$ cat config.mk
export PLATFORM = sky130hd
export DESIGN_NAME = mcrr_front
export DESIGN_NICKNAME = d
export VERILOG_FILES = /design/src/rtl/core/mcrr_pkg.sv /design/src/rtl/core/mcrr_front.sv
export SDC_FILE = /design/constraint.sdc
export NUM_CORES = 1
export LEC_CHECK = 0
export BUFFER_PORTS_ARGS = -buffer_cell sky130_fd_sc_hd__buf_2
export CAP_MARGIN = 15
export CORE_MARGIN = 2
export CORE_UTILIZATION = 59
export CTS_BUF_LIST = sky130_fd_sc_hd__clkbuf_2 sky130_fd_sc_hd__clkbuf_4 sky130_fd_sc_hd__clkbuf_8
export DETAILED_ROUTE_END_ITERATION = 8
export PLACE_DENSITY = 0.83
export SLEW_MARGIN = 20
export SYNTH_ARGS = -nofsm -noshare
export SYNTH_HDL_FRONTEND = slang
export SYNTH_SLANG_ARGS = --single-unit
$ cat constraint.sdc
create_clock -name clk -period 9.1 [get_ports clk]
set_input_delay 1.82 -clock clk [delete_from_list [all_inputs] [get_ports clk]]
set_output_delay 1.82 -clock clk [all_outputs]
set_load 0.01 [all_outputs]
$ cat src/rtl/core/mcrr_pkg.sv
// Shared types and constants for the multi-context report reassembler.
// No dependencies.
`default_nettype none
package mcrr_pkg;
  localparam int Contexts = 8;
  localparam int MaxWords = 16;
  localparam int StreamLowBits = 11;
  localparam int SlotBits = $clog2(Contexts);
  localparam int WordIdxBits = $clog2(MaxWords);
  localparam int KeyBits = 34;
  localparam int QDepth = 2;

  typedef enum logic [2:0] {
    ST_PENDING  = 3'd0,
    ST_WORD     = 3'd1,
    ST_MISSING  = 3'd2,
    ST_BADMOP   = 3'd3,
    ST_NOCTX    = 3'd4,
    ST_MISMATCH = 3'd5,
    ST_FULL     = 3'd6
  } status_t;

  // Command handed from front (classify) to back (emit).
  typedef enum logic [1:0] {
    CMD_SINGLE = 2'd0,  // one status beat
    CMD_ONEWORD = 2'd1, // three words from the command itself
    CMD_DRAIN = 2'd2    // expected words from the slot store
  } cmd_kind_t;

  typedef struct packed {
    cmd_kind_t kind;
    status_t status;
    logic [SlotBits-1:0] slot;
    logic [4:0] count;
    logic [31:0] w0;
    logic [31:0] w1;
    logic [31:0] w2;
  } cmd_t;

  typedef enum logic [1:0] {
    BK_IDLE = 2'd0,
    BK_EMIT = 2'd1
  } bk_state_t;
endpackage
`default_nettype wire

$ cat src/rtl/core/mcrr_front.sv
// Front part: context table lookup, allocation, word store writes and command issue.
// Depends on mcrr_pkg.
`default_nettype none
module mcrr_front (
  input  wire logic clk,
  input  wire logic rst,
  input  wire logic in_valid,
  output logic in_stall,
  input  wire logic [15:0] task_id,
  input  wire logic [10:0] stream_low,
  input  wire logic [4:0] stream_ext,
  input  wire logic [1:0] package_type,
  input  wire logic sop,
  input  wire logic mop,
  input  wire logic eop,
  input  wire logic [31:0] payload,
  input  wire logic [4:0] expected_words,
  input  wire logic [31:0] aux_task_word,
  input  wire logic [31:0] fault_stream_word,
  output logic cmd_valid,
  output mcrr_pkg::cmd_t cmd,
  input  wire logic cmd_full,
  // back part has popped a drain command
  input  wire logic drain_done,
  // word store write port
  output logic wr_en,
  output logic [mcrr_pkg::SlotBits+mcrr_pkg::WordIdxBits-1:0] wr_addr,
  output logic [31:0] wr_data
);
  logic [mcrr_pkg::Contexts-1:0] ctx_valid;
  logic [mcrr_pkg::KeyBits-1:0] ctx_key [mcrr_pkg::Contexts];
  logic [7:0] ctx_count [mcrr_pkg::Contexts];

  logic [15:0] stream;
  logic [mcrr_pkg::KeyBits-1:0] key;
  logic hit, free_found;
  logic [mcrr_pkg::SlotBits-1:0] hit_slot, free_slot, slot;
  logic have_slot, open_ctx;
  logic [7:0] c;
  logic [7:0] c_new;
  logic accept;
  logic drain_busy;

  // Hold input while a drain is in flight so a reopened slot keeps its words.
  assign in_stall = cmd_full || drain_busy;
  assign accept = in_valid && !in_stall;

  always_comb begin
    logic [26:0] s_wide;
    s_wide = {11'd0, stream_ext, stream_low} | 27'd0;
    s_wide = {22'd0, stream_ext} << mcrr_pkg::StreamLowBits;
    s_wide = s_wide | {16'd0, stream_low};
    stream = s_wide[15:0];
  end
  assign key = {task_id, stream, package_type};

  // Lowest matching valid slot and lowest free slot.
  always_comb begin
    hit = 1'b0;
    hit_slot = '0;
    free_found = 1'b0;
    free_slot = '0;
    for (int i = mcrr_pkg::Contexts - 1; i >= 0; i--) begin
      if (ctx_valid[i] && ctx_key[i] == key) begin
        hit = 1'b1;
        hit_slot = i[mcrr_pkg::SlotBits-1:0];
      end
      if (!ctx_valid[i]) begin
        free_found = 1'b1;
        free_slot = i[mcrr_pkg::SlotBits-1:0];
      end
    end
  end

  // Word count before this beat; sop restarts it.
  assign c = sop ? 8'd0 : ctx_count[hit_slot];
  assign c_new = (c == 8'd255) ? c : c + 8'd1;

  // Classify the beat.
  always_comb begin
    cmd = '0;
    cmd.kind = mcrr_pkg::CMD_SINGLE;
    cmd.status = mcrr_pkg::ST_PENDING;
    cmd.w0 = payload;
    cmd.w1 = aux_task_word;
    cmd.w2 = fault_stream_word;
    cmd.count = expected_words;
    open_ctx = 1'b0;
    have_slot = hit;
    slot = hit_slot;
    if (expected_words == 5'd1) begin
      if (sop && eop) cmd.kind = mcrr_pkg::CMD_ONEWORD;
      else cmd.status = mcrr_pkg::ST_MISSING;
      have_slot = 1'b0;
    end else if (sop && mop) begin
      cmd.status = mcrr_pkg::ST_BADMOP;
      have_slot = 1'b0;
    end else if (sop && !hit && !free_found) begin
      cmd.status = mcrr_pkg::ST_FULL;
      have_slot = 1'b0;
    end else begin
      if (sop) begin
        open_ctx = 1'b1;
        have_slot = 1'b1;
        if (!hit) slot = free_slot;
      end
      if (eop) begin
        if (!have_slot) cmd.status = mcrr_pkg::ST_NOCTX;
        else if ((c_new == {3'd0, expected_words}) && expected_words != 5'd0
                 && {27'd0, expected_words} <= mcrr_pkg::MaxWords) begin
          cmd.kind = mcrr_pkg::CMD_DRAIN;
          cmd.status = mcrr_pkg::ST_WORD;
        end else cmd.status = mcrr_pkg::ST_MISMATCH;
      end
    end
    cmd.slot = slot;
  end

  assign cmd_valid = accept;

  // Word store write: only below expected and capacity.
  assign wr_en = accept && have_slot && (c < {3'd0, expected_words})
                 && ({24'd0, c} < mcrr_pkg::MaxWords);
  assign wr_addr = {slot, c[mcrr_pkg::WordIdxBits-1:0]};
  assign wr_data = payload;

  // Context table update; eop frees the slot.
  always_ff @(posedge clk) begin
    if (rst) begin
      ctx_valid <= '0;
    end else if (accept && have_slot) begin
      if (open_ctx) ctx_key[slot] <= key;
      ctx_valid[slot] <= !eop;
      ctx_count[slot] <= c_new;
    end
  end

  // Drain in flight: set on issue, cleared when the back part pops it.
  always_ff @(posedge clk) begin
    if (rst) begin
      drain_busy <= 1'b0;
    end else if (accept && cmd.kind == mcrr_pkg::CMD_DRAIN) begin
      drain_busy <= 1'b1;
    end else if (drain_done) begin
      drain_busy <= 1'b0;
    end
  end
endmodule
`default_nettype wire

==> impl_results.md <==
- Power Total: 0.00327 W
- Total GRT Usage: 34.4%
- Synth Warn #: 0
- Layout area overhead: 7.56%
- Violation count after the first detailed-routing iteration: approximately 1200
- Worst Path Required: 7.28 ns
- Largest delay share family, worst path: simple AND/OR/NAND/NOR gates
- CTS buffer count: between 50 and 60
- Worst skew pair latency: ~0.60 ns
- Outcome: completed
- CTS clk-pin slew, worst paths: 0.06 ns
- Antenna violations before repair: 1
- TritonRoute pass-1 iters: 6
- I/O pin total: 294
- Routed Antenna Nets: 0
- Syn_nets: 1447
- Largest net degree at the start of global routing: 35
- Routed wire per std cell: 30.2 um
- Final net count: about 1500
- CTS tree: done
- PnR worst setup slack: 0.160 ns
- Ordered cell list for the critical path: buf_2 -> xor2_1 -> nor4_1 -> nand4_1 -> or4_4 -> o21a_1 -> and2_0 -> buf_4 -> or3b_2 -> and4b_1 -> a22o_1 -> ha_1 -> a21boi_0 -> buf_4 -> and2_1 -> a211oi_1 -> o2111ai_1 -> or4_4 -> nor3_1 -> buf_2
- CP Data Arrival Time: just over 7 ns
- CP max FO: 11
- Die area: 30700 um^2
- Post-synth top area share: roughly 58%
- Buf/Inv on CP: 4
- Cell variety after synth: 85
- Reg-to-reg critical path startpoint: ctx_key[7][4]
- Critical path origin: stream_low[0]
- Fillers: approximately 2100
- Drt via density: 6.32
- Final Hold Fails: 0
- Starting density of the core: between 60% and 70%
- Clock Tree Buf Depth: 3
- Mean Syn Cell Area: 13.3 um^2
- Ant. Diodes: 0
- Worst Hold Class: reg2reg
- Worst setup EP type: output pin
- Die H: 175 um
- Fmax: 112 MHz
- Post-Syn Area: 17300 um^2
- Post-synthesis sequential area ratio: roughly three fifths
- Crit path launch type: input pin
- CTS root buf: clkbuf_8
- Max-Cap Viols: 0
- Via count: roughly 11000
- Setup CP Type: in2out
- Die width: approximately 180 um
- Cell type with the largest total area after synthesis: edfxtp_1
- Mapped Cells: 1300
- H-tree levels: 2
- Routed Wire Length: approximately 53000 um
- Sequential cell area: 10300 um^2
- Final critical-path share of the clock period: 98.2%
- Top_reg_cell synth: edfxtp_1
- Util after Layout: 64.6%
- Fin crit period: 8.94 ns
- Synth top area cells: edfxtp_1, xnor2_1, xor2_1
- Peak VDD IR: 0.148 mV
- FP Rows: 62
- Slew @ Worst Pin: between 1 and 1.5 ns
- Slew headroom: about 24%
- Hold_sp: ctx_valid[0]
- RSZ-0062 raised after global routing: no
- Number of synthesized register bits: 345
- Hold-fix buffers at CTS: 0
- Total leakage power: 6.17 nW
- Worst hold margin: 0.582 ns
- First-pass GRT wire length: 75100 um
- EDFF count, synth: 336
- Final Setup Violations: 0
- Sinks on Clock Net: 345
- Grt total ovfl: 0
- GP Congestion: 0.932
- Commonest non-fill, non-tap cells in the layout: edfxtp_1, xnor2_1, xor2_1, nand4_1, buf_4
- Hpwl dp: 40400 um
- Core ar.: 28800 um^2
- # DRC: 0
- Post-synth ARST share: 0%
- Setup WS pre-CTS: 0.155 ns
- Layout Skew: 0.0270 ns
- Leading cell type in the layout, fill and taps excluded: edfxtp_1
- Crit-path slowest cell: or4_4
- Max incr delay on CP: 0.62 ns
- Number of global-route vias before repair: 10845
- Power Density: around 180 nW/um^2
- PortBufs: between 60 and 70
- Fin Setup TNS: 0 ns
- Share of cells above drive strength 1: 21.1%
- Slew Limit Fails: 0
- Multi-input gate area: 5740 um^2
state kept, by name, indices dropped and copies added (netlist names):
signal,cells
ctx_valid,8
ctx_count,64
ctx_key,272
drain_busy,1
routing by layer:
| metal | wire, um | GRT usage [%] |
|---|---|---|
| met1 | 17800 | 39.6 |
| met5 | 70 | 1.60 |
| met2 | 25800 | 58.1 |
| met3 | 5860 | 10.1 |
| met4 | 3240 | 17.5 |
metrics by stage:
step | cell area [um^2] | instances
finish | 18600 | 1747
global route | 18600 | 1747
CTS | 18500 | 1743
detailed placement | 17400 | 1646
global placement | 17400 | 1646
floorplan | 17300 | 1300
synth_stat cells, types with 7 or more instances:
cell type,count
or3_1,7
buf_6,10
nand3_1,16
inv_1,17
o21ai_0,10
buf_4,141
nand4_1,71
xnor2_1,144
xor2_1,134
nor3_1,17
buf_2,25
dfxtp_1,9
edfxtp_1,336
mux2i_1,22
a211oi_1,13
nor2_1,60
or4_1,12
nand2_1,51
nor4b_1,9
a21oi_1,15
nor4_1,59
cell families (layout without fill, tap and decap cells):
family / after synthesis / in the layout / synth area share (%)
mux: 25 / 25 / 1.49
compound gates: 88 / 88 / 3.94
fa+ha+maj: 5 / 5 / 0.347
flops: 345 / 345 / 59.4
buf+inv: 195 / 258 / 8.03
simple gates: 362 / 362 / 12.4
xor+xnor: 280 / 280 / 14.3
worst reg2reg max path, delay by kind of cell, from the launching register on:
| kind | cells | cell delay [ns] |
|---|---|---|
| flops | 1 | 0.38 |
| compound gates | 7 | 2.23 |
| fa+ha+maj | 1 | 0.24 |
| simple gates | 7 | 2.12 |
| xor+xnor | 1 | 0.40 |
final timing paths:
kind | to | slack (ns) | cells past startpoint
hold / removal | ctx_valid[0] | 0.58 | 2
setup reg to reg | drain_busy | 3.61 | 16
setup / recovery | cmd[108] | 0.16 | 20
hold reg to reg | ctx_valid[0] | 0.58 | 2
area by class of cell:
class / instances / share of cell area, %
Sequential cell: 345 / 55.2
Clock buffer: 73 / 4.76
Inverter: 17 / 0.343
Timing Repair Buffer: 144 / 5.32
Multi-Input combinational cell: 760 / 30.9
Tap cell: 384 / 2.58
Clock inverter: 24 / 0.908
power breakdown:
part	switching (W)	total, W	internal (W)
Clock	0.000600	0.00129	0.000691
Sequential	0.00000180	0.00175	0.00174
Combinational	0.000155	0.000229	0.0000747
Total	0.000756	0.00327	0.00251
what timing repair did:
| action | in CTS | in global routing |
|---|---|---|
| gates resized for setup | 0 | 9 |
| endpoints found under the setup margin | 0 | 2 |
| setup buffers | 0 | 1 |
No activity file was read; power rests on OpenSTA's default activity.
