===== config.mk =====
export PLATFORM = sky130hd
export DESIGN_NAME = mcrr_queue
export DESIGN_NICKNAME = d
export VERILOG_FILES = /design/src/rtl/core/mcrr_pkg.sv /design/src/rtl/core/mcrr_queue.sv
export SDC_FILE = /design/constraint.sdc
export NUM_CORES = 1
export LEC_CHECK = 0
export BUFFER_PORTS_ARGS = -buffer_cell sky130_fd_sc_hd__buf_2
export CAP_MARGIN = 20
export CORE_AREA = 2 2 163 165
export CTS_BUF_LIST = sky130_fd_sc_hd__clkbuf_8
export DETAILED_ROUTE_END_ITERATION = 12
export DIE_AREA = 0 0 165 167
export GPL_TIMING_DRIVEN = 0
export PLACE_DENSITY = 0.63
export SLEW_MARGIN = 20
export SYNTH_ARGS = -nofsm -noshare
export SYNTH_HDL_FRONTEND = slang
export SYNTH_SLANG_ARGS = --single-unit

===== constraint.sdc =====
create_clock -name clk -period 14.3 [get_ports clk]
set_input_delay 2.86 -clock clk [delete_from_list [all_inputs] [get_ports clk]]
set_output_delay 2.86 -clock clk [all_outputs]
set_load 0.05 [all_outputs]

===== src/rtl/core/mcrr_pkg.sv =====
// Shared types and constants for the multi-context report reassembler.
// No dependencies.
`default_nettype none
package mcrr_pkg;
  localparam int Contexts = 8;
  localparam int MaxWords = 16;
  localparam int StreamLowBits = 11;
  localparam int SlotBits = $clog2(Contexts);
  localparam int WordIdxBits = $clog2(MaxWords);
  localparam int KeyBits = 34;
  localparam int QDepth = 2;

  typedef enum logic [2:0] {
    ST_PENDING  = 3'd0,
    ST_WORD     = 3'd1,
    ST_MISSING  = 3'd2,
    ST_BADMOP   = 3'd3,
    ST_NOCTX    = 3'd4,
    ST_MISMATCH = 3'd5,
    ST_FULL     = 3'd6
  } status_t;

  // Command handed from front (classify) to back (emit).
  typedef enum logic [1:0] {
    CMD_SINGLE = 2'd0,  // one status beat
    CMD_ONEWORD = 2'd1, // three words from the command itself
    CMD_DRAIN = 2'd2    // expected words from the slot store
  } cmd_kind_t;

  typedef struct packed {
    cmd_kind_t kind;
    status_t status;
    logic [SlotBits-1:0] slot;
    logic [4:0] count;
    logic [31:0] w0;
    logic [31:0] w1;
    logic [31:0] w2;
  } cmd_t;

  typedef enum logic [1:0] {
    BK_IDLE = 2'd0,
    BK_EMIT = 2'd1
  } bk_state_t;
endpackage
`default_nettype wire


===== src/rtl/core/mcrr_queue.sv =====
// Short command queue between front and back parts.
// Depends on mcrr_pkg.
`default_nettype none
module mcrr_queue (
  input  wire logic clk,
  input  wire logic rst,
  input  wire logic push,
  input  wire mcrr_pkg::cmd_t push_data,
  output logic full,
  output logic not_empty,
  output mcrr_pkg::cmd_t head,
  input  wire logic pop
);
  localparam int PtrBits = $clog2(mcrr_pkg::QDepth);
  mcrr_pkg::cmd_t mem [mcrr_pkg::QDepth];
  logic [PtrBits-1:0] wptr, rptr;
  logic [PtrBits:0] fill;

  assign full = fill == mcrr_pkg::QDepth[PtrBits:0];
  assign not_empty = fill != '0;
  assign head = mem[rptr];

  always_ff @(posedge clk) begin
    if (rst) begin
      wptr <= '0;
      rptr <= '0;
      fill <= '0;
    end else begin
      if (push) wptr <= wptr + 1'b1;
      if (pop) rptr <= rptr + 1'b1;
      fill <= fill + {{PtrBits{1'b0}}, push} - {{PtrBits{1'b0}}, pop};
    end
  end

  always_ff @(posedge clk) begin
    if (push) mem[wptr] <= push_data;
  end
endmodule
`default_nettype wire


==> flow_summary.toml, run 1 <==
[synth]
synth_top_area_frac = 0.807
synth.distinct_cells = 14
synth_xor_xnor_area_share = 0.00494
ys_warn_count = 0
syn-num-nets = 475
synth_edf_count = 218
synth_top_family_by_area = "multiplexers"
syn_inst = 360
synth_most_common_cell = "edfxtp_1"
avgSynthCellArea_um2 = 22.5
synth_simple_gate_area_frac = 0.00571
synth_ff_type = "edfxtp_1"
ys_seq_area_frac = 0.820
ys_async_sr_fraction = 0
muxShareOfSynthArea = 0.156
synth-compound-area-share = 0
synth_fa_ha_area_frac = 0.00309
synth_area_leader_cell = "edfxtp_1"
synth.area.top_cells = "edfxtp_1, mux2_2, mux2_4"
syn_area_um2 = 8110
synth_common_cells = "edfxtp_1, mux2_2, mux2_4, buf_2, dfxtp_1"
ys_ff_latch = 223

[clocking]
postCtsSetupBuffers = 0
cts_max_path_buffers = 3
cts_resized = 0
cts_sinks = 223
numCtsBuffers = 37
cts_tree = "yes"
clock_latency_ns = 0.51
htreeDepth = 2
clk_pin_slew_ns = 0.06
ctsHoldBuffers = 0
cts_root_buf = "clkbuf_8"

[power_and_ir_drop]
power_frac_clock = 0.327
irDropWorstVdd_mv = 0.0789
comb_power_share = 0.179
leakage_nw = 4.01
internal_power_mw = 1.13
power_density_nw_per_um2 = 149
power.switching_uw = 436
seqPwrFrac = 0.494
swShare = 0.279

[floorplanning]
io_pins = 224
die_h_um = 167
core_area_um2 = 25800
die-area_um2 = 27600
rows = 59
initial_core_util = 0.315
die_w_um = 165

[setup_path]
crit_path_frequent_cell = "buf_6"
slowest_stage = "dfxtp_1"
cp-start-kind = "flop"
r2r_slack_ns = 12.80
crit_required_ns = 11.44
r2r_end = "mem[1][26]"
reg2regPathDepth = 2
criticalPathCategory = "flop to output port"
rr_startpoint = "wptr"
cpPeakStageDelay_ns = 0.32
critPathArrivalTime_ns = 1.92
path_max_fanout = 10
crit_path_cell_trace = "buf_6, buf_6, buf_6, mux2_4, buf_2"
crit_path_end_kind = "output port"

[outcome]
outcome = "complete, no violations"

[min_path]
holdCritStartpoint = "rptr"
whs_path_depth = 2
hold_class = "flop to flop"

[sta]
setup_violations = 0
drv_slew = 0
fmax_ghz = 0.209
rsz0062_at_grt = "false"
hold_ws_ns = 0.509
tns_ns = 0
finalCritPeriodShare = 0.334
slew_headroom = 0.745
tightest_slew_ns = 0.382
finalHoldViolCount = 0
finClkSkew_ns = 0.0218
period_needed_ns = 4.78

[detailed_routing]
dr.pass1.iters = 4
viasPerCell = 4.23
drt_iter0_drc = 168
drcViolationCount = 0
num_vias = 4194
wirelength_um = 15800
wl_per_cell_um = 15.9
ant_nets = 0

[global_routing]
grt_overflow_total = 0
grt_max_degree = 47
track_usage = 0.113
grt_pass1_wl_um = 23700
antenna_found_initial = 1
grt_pass1_vias = 4495

[placed_design]
globalplace.congestion = 0.724
place_hpwl_um = 10700
dp.cells = 925
port_buffers = 223

[final_layout]
drive_gt1_frac = 0.609
fin_cells = 991
fin_nets = 744
fillCellCount = 2387
area_growth_pct = 29.6

[run]
drv_cap = 0
## registers in the layout (all words and copies together) (netlist names), named ones only
register	cells
mem	218
fill	2
rptr	1
wptr	1
## worst max-delay path by stage
stage	slack, ns	depth (start not counted)	end
2_1_floorplan	6.11	1	mem[0][0]
3_3_place_gp	2.70	2	mem[0][88]
3_5_place_dp	10.02	5	head[94]
4_1_cts	9.44	5	head[94]
5_1_grt	9.40	5	head[92]
6_report	9.52	5	head[94]
## power by group through the flow
stage | clock network [mW] | logic, mW | registers (mW)
floorplan | 0 | 0.205 | 0.789
global placement | 0 | 0.274 | 0.794
detailed placement | 0 | 0.284 | 0.786
CTS | 0.535 | 0.285 | 0.772
global route | 0.564 | 0.296 | 0.775
finish | 0.511 | 0.280 | 0.772
## through the flow
step                total power, mW  instance area [um2]  setup WS, ns   util
CTS                            1.59                10500          9.44  0.408
global placement               1.07                 9640          2.70  0.374
global route                   1.64                10500          9.40  0.408
floorplan                     0.994                 8110          6.11      -
finish                         1.56                10500          9.52  0.408
detailed placement             1.07                 9820         10.02  0.381
## layer usage
metal | routed length, um | vias up | track usage
met4 | 451 | 0 | 0.0473
met1 | 5950 | 2039 | 0.124
met2 | 8040 | 148 | 0.195
li1 | - | 1972 | -
met3 | 1340 | 35 | 0.0428
met5 | 0 | - | 0
## kinds of logic after synthesis
logic type / after synthesis
DFF: 223
muxes: 109
buffers and inverters: 14
and+or+nand+nor: 9
xor gates and xnor gates: 3
adders and majority gates: 2
## cell usage in the layout (no fill, tap or decap)
cell type,Yosys,routed
clkinv_1,0,7
buf_12,0,4
nor2b_1,3,2
mux2_2,99,99
and2_4,0,1
mux2_4,10,10
nor2b_4,0,1
nor2_1,4,4
bufinv_16,0,1
ha_1,2,2
dfxtp_1,5,5
buf_16,0,3
diode_2,0,1
clkinvlp_4,0,1
or2_2,1,1
inv_1,2,15
clkbuf_8,0,41
xnor2_1,2,2
buf_6,3,3
edfxtp_1,218,218
buf_2,9,232
clkinv_2,0,2
xnor3_1,1,1
## layout make-up
| cell class | instances | area, um2 | area share |
|---|---|---|---|
| Sequential cell | 223 | 6650 | 0.633 |
| Clock inverter | 24 | 123 | 0.0117 |
| Timing Repair Buffer | 230 | 1280 | 0.122 |
| Multi-Input combinational cell | 123 | 1390 | 0.132 |
| Clock buffer | 41 | 564 | 0.0537 |
| Tap cell | 335 | 419 | 0.0399 |
| Buffer | 12 | 78.8 | 0.00750 |
| Antenna cell | 1 | 2.50 | 0.000238 |
| Inverter | 2 | 7.51 | 0.000715 |
## critical path: cells and delay by family, from the launching register on
kind | cells | cell delay (ns)
buffers and inverters | 4 | 0.76
muxes | 1 | 0.31
DFF | 1 | 0.32
Note: power is estimated with default switching activity, not from simulation.
==> run 2: changes to the inputs <==
==> constraint.sdc (replaced) <==
create_clock -name clk -period 4.41 [get_ports clk]
set_input_delay 0.882 -clock clk [delete_from_list [all_inputs] [get_ports clk]]
set_output_delay 0.882 -clock clk [all_outputs]
set_load 0.05 [all_outputs]
==> flow_summary.toml, run 2 (synthesis results as in run 1) <==
[final_layout]
drive_gt1_frac = 0.610
top_register = "mem"
largest_reg_flops = 218
fin_cells = 997
final_common_cell = "buf_2"
fin_nets = 747
final_core_util = 0.409
area_growth_pct = 30.0
final_cell_mix = "buf_2, edfxtp_1, mux2_2"
reg_top3 = "mem (218), fill (2)"

[placed_design]
globalplace.congestion = 0.710
dp.cells = 925
port_buffers = 223
place_hpwl_um = 11000

[sta]
tightest_slew_ns = 0.374
finalHoldViolCount = 0
fmax_ghz = 0.358
finClkSkew_ns = 0.0232
setup_violations = 0
slew_headroom = 0.751
period_needed_ns = 2.79
rsz0062_at_grt = "false"
drv_slew = 0
finalCritPeriodShare = 0.633

[setup_path]
critPathTopFamily = "buffers and inverters"
cp-start-kind = "flop"
path_buf_inv = 3
slowest_stage = "mux2_2"
critPathArrivalTime_ns = 1.91
cpPeakStageDelay_ns = 0.39
crit_path_cell_trace = "buf_6, buf_2, mux2_2, buf_2"
crit_path_end_kind = "output port"
crit_path_frequent_cell = "buf_2"
path_max_fanout = 10
crit_required_ns = 3.53
rr_startpoint = "wptr"
criticalPathCategory = "flop to output port"

[detailed_routing]
dr.pass1.iters = 4
drcViolationCount = 0
num_vias = 4294
drt_iter0_drc = 181
wirelength_um = 16500
ant_nets = 0
viasPerCell = 4.31
wl_per_cell_um = 16.5

[clocking]
cts_root_buf = "clkbuf_8"
cts_tree = "yes"
clk_pin_slew_ns = 0.05
htreeDepth = 2
numCtsBuffers = 40
cts_sinks = 223
cts_max_path_buffers = 3
ctsHoldBuffers = 0
clock_latency_ns = 0.51
postCtsSetupBuffers = 0
cts_resized = 0

[outcome]
outcome = "complete, no violations"

[floorplanning]
io_pins = 224
rows = 59
die_h_um = 167
core_area_um2 = 25800
die-area_um2 = 27600
die_w_um = 165
initial_core_util = 0.315

[global_routing]
grt_pass1_vias = 4593
grt_pass1_wl_um = 24500
grt_overflow_total = 0
track_usage = 0.118
grt_max_degree = 50
antenna_found_initial = 3

[run]
drv_cap = 0

[min_path]
holdCritStartpoint = "rptr"
hold_class = "flop to flop"

[power_and_ir_drop]
power_density_nw_per_um2 = 487
irDropWorstVdd_mv = 0.224
leakage_nw = 4.02
fin_total_pwr_mw = 5.13
-- run 2: cell count changes in the layout (fill, tap and decap cells not counted), sizes merged --
cell / before / now
clkinv: 9 / 14
diode: 1 / 3
inv: 15 / 14
-- run 2: final cells by class --
type / instances / area, um2
inverters: 2 / 7.51
repair buffers: 230 / 1290
fillers: 2371 / 15200
diodes: 3 / 7.51
plain buffers: 12 / 78.8
clock inverters: 28 / 145
well taps: 335 / 419
multi-input cells: 123 / 1390
clock buffers: 41 / 564
flip-flops and latches: 223 / 6650
-- run 2: metal layers --
layer | vias up | routed length, um | share of wire | track usage
li1 | 1986 | - | - | -
met1 | 2097 | 6230 | 0.38 | 0.132
met2 | 164 | 8240 | 0.50 | 0.197
met3 | 47 | 1400 | 0.085 | 0.0413
met4 | 0 | 594 | 0.036 | 0.0605
met5 | - | 0 | 0 | 0
-- run 2: final timing paths --
check | depth (start not counted) | slack [ns] | end
hold / removal | 2 | 0.52 | rptr
setup reg to reg | 2 | 2.89 | mem[1][67]
setup / recovery | 4 | 1.62 | head[23]
hold reg to reg | 2 | 0.52 | rptr
-- run 2: metrics by stage --
step,hold WS [ns],setup slack [ns],area (um2),TNS (ns)
floorplan,0.480,0.247,8110,0
global placement,0.497,-1.74,9650,-324.33
global route,0.515,1.49,10500,0
detailed placement,0.507,2.08,9820,0
finish,0.516,1.62,10500,0
CTS,0.501,1.50,10500,0
-- run 2: report_power, final --
part           leakage (nW)  internal (mW)  switching, mW
Combinational          1.53          0.276          0.637
Sequential             2.09           2.47         0.0287
Clock                 0.407          0.919          0.796
-- run 2: tightest hold or removal path: stages, from the launching register on --
cell and delay (ns):
dfxtp_1 0.32, xnor2_1 0.08, nor2_1 0.07
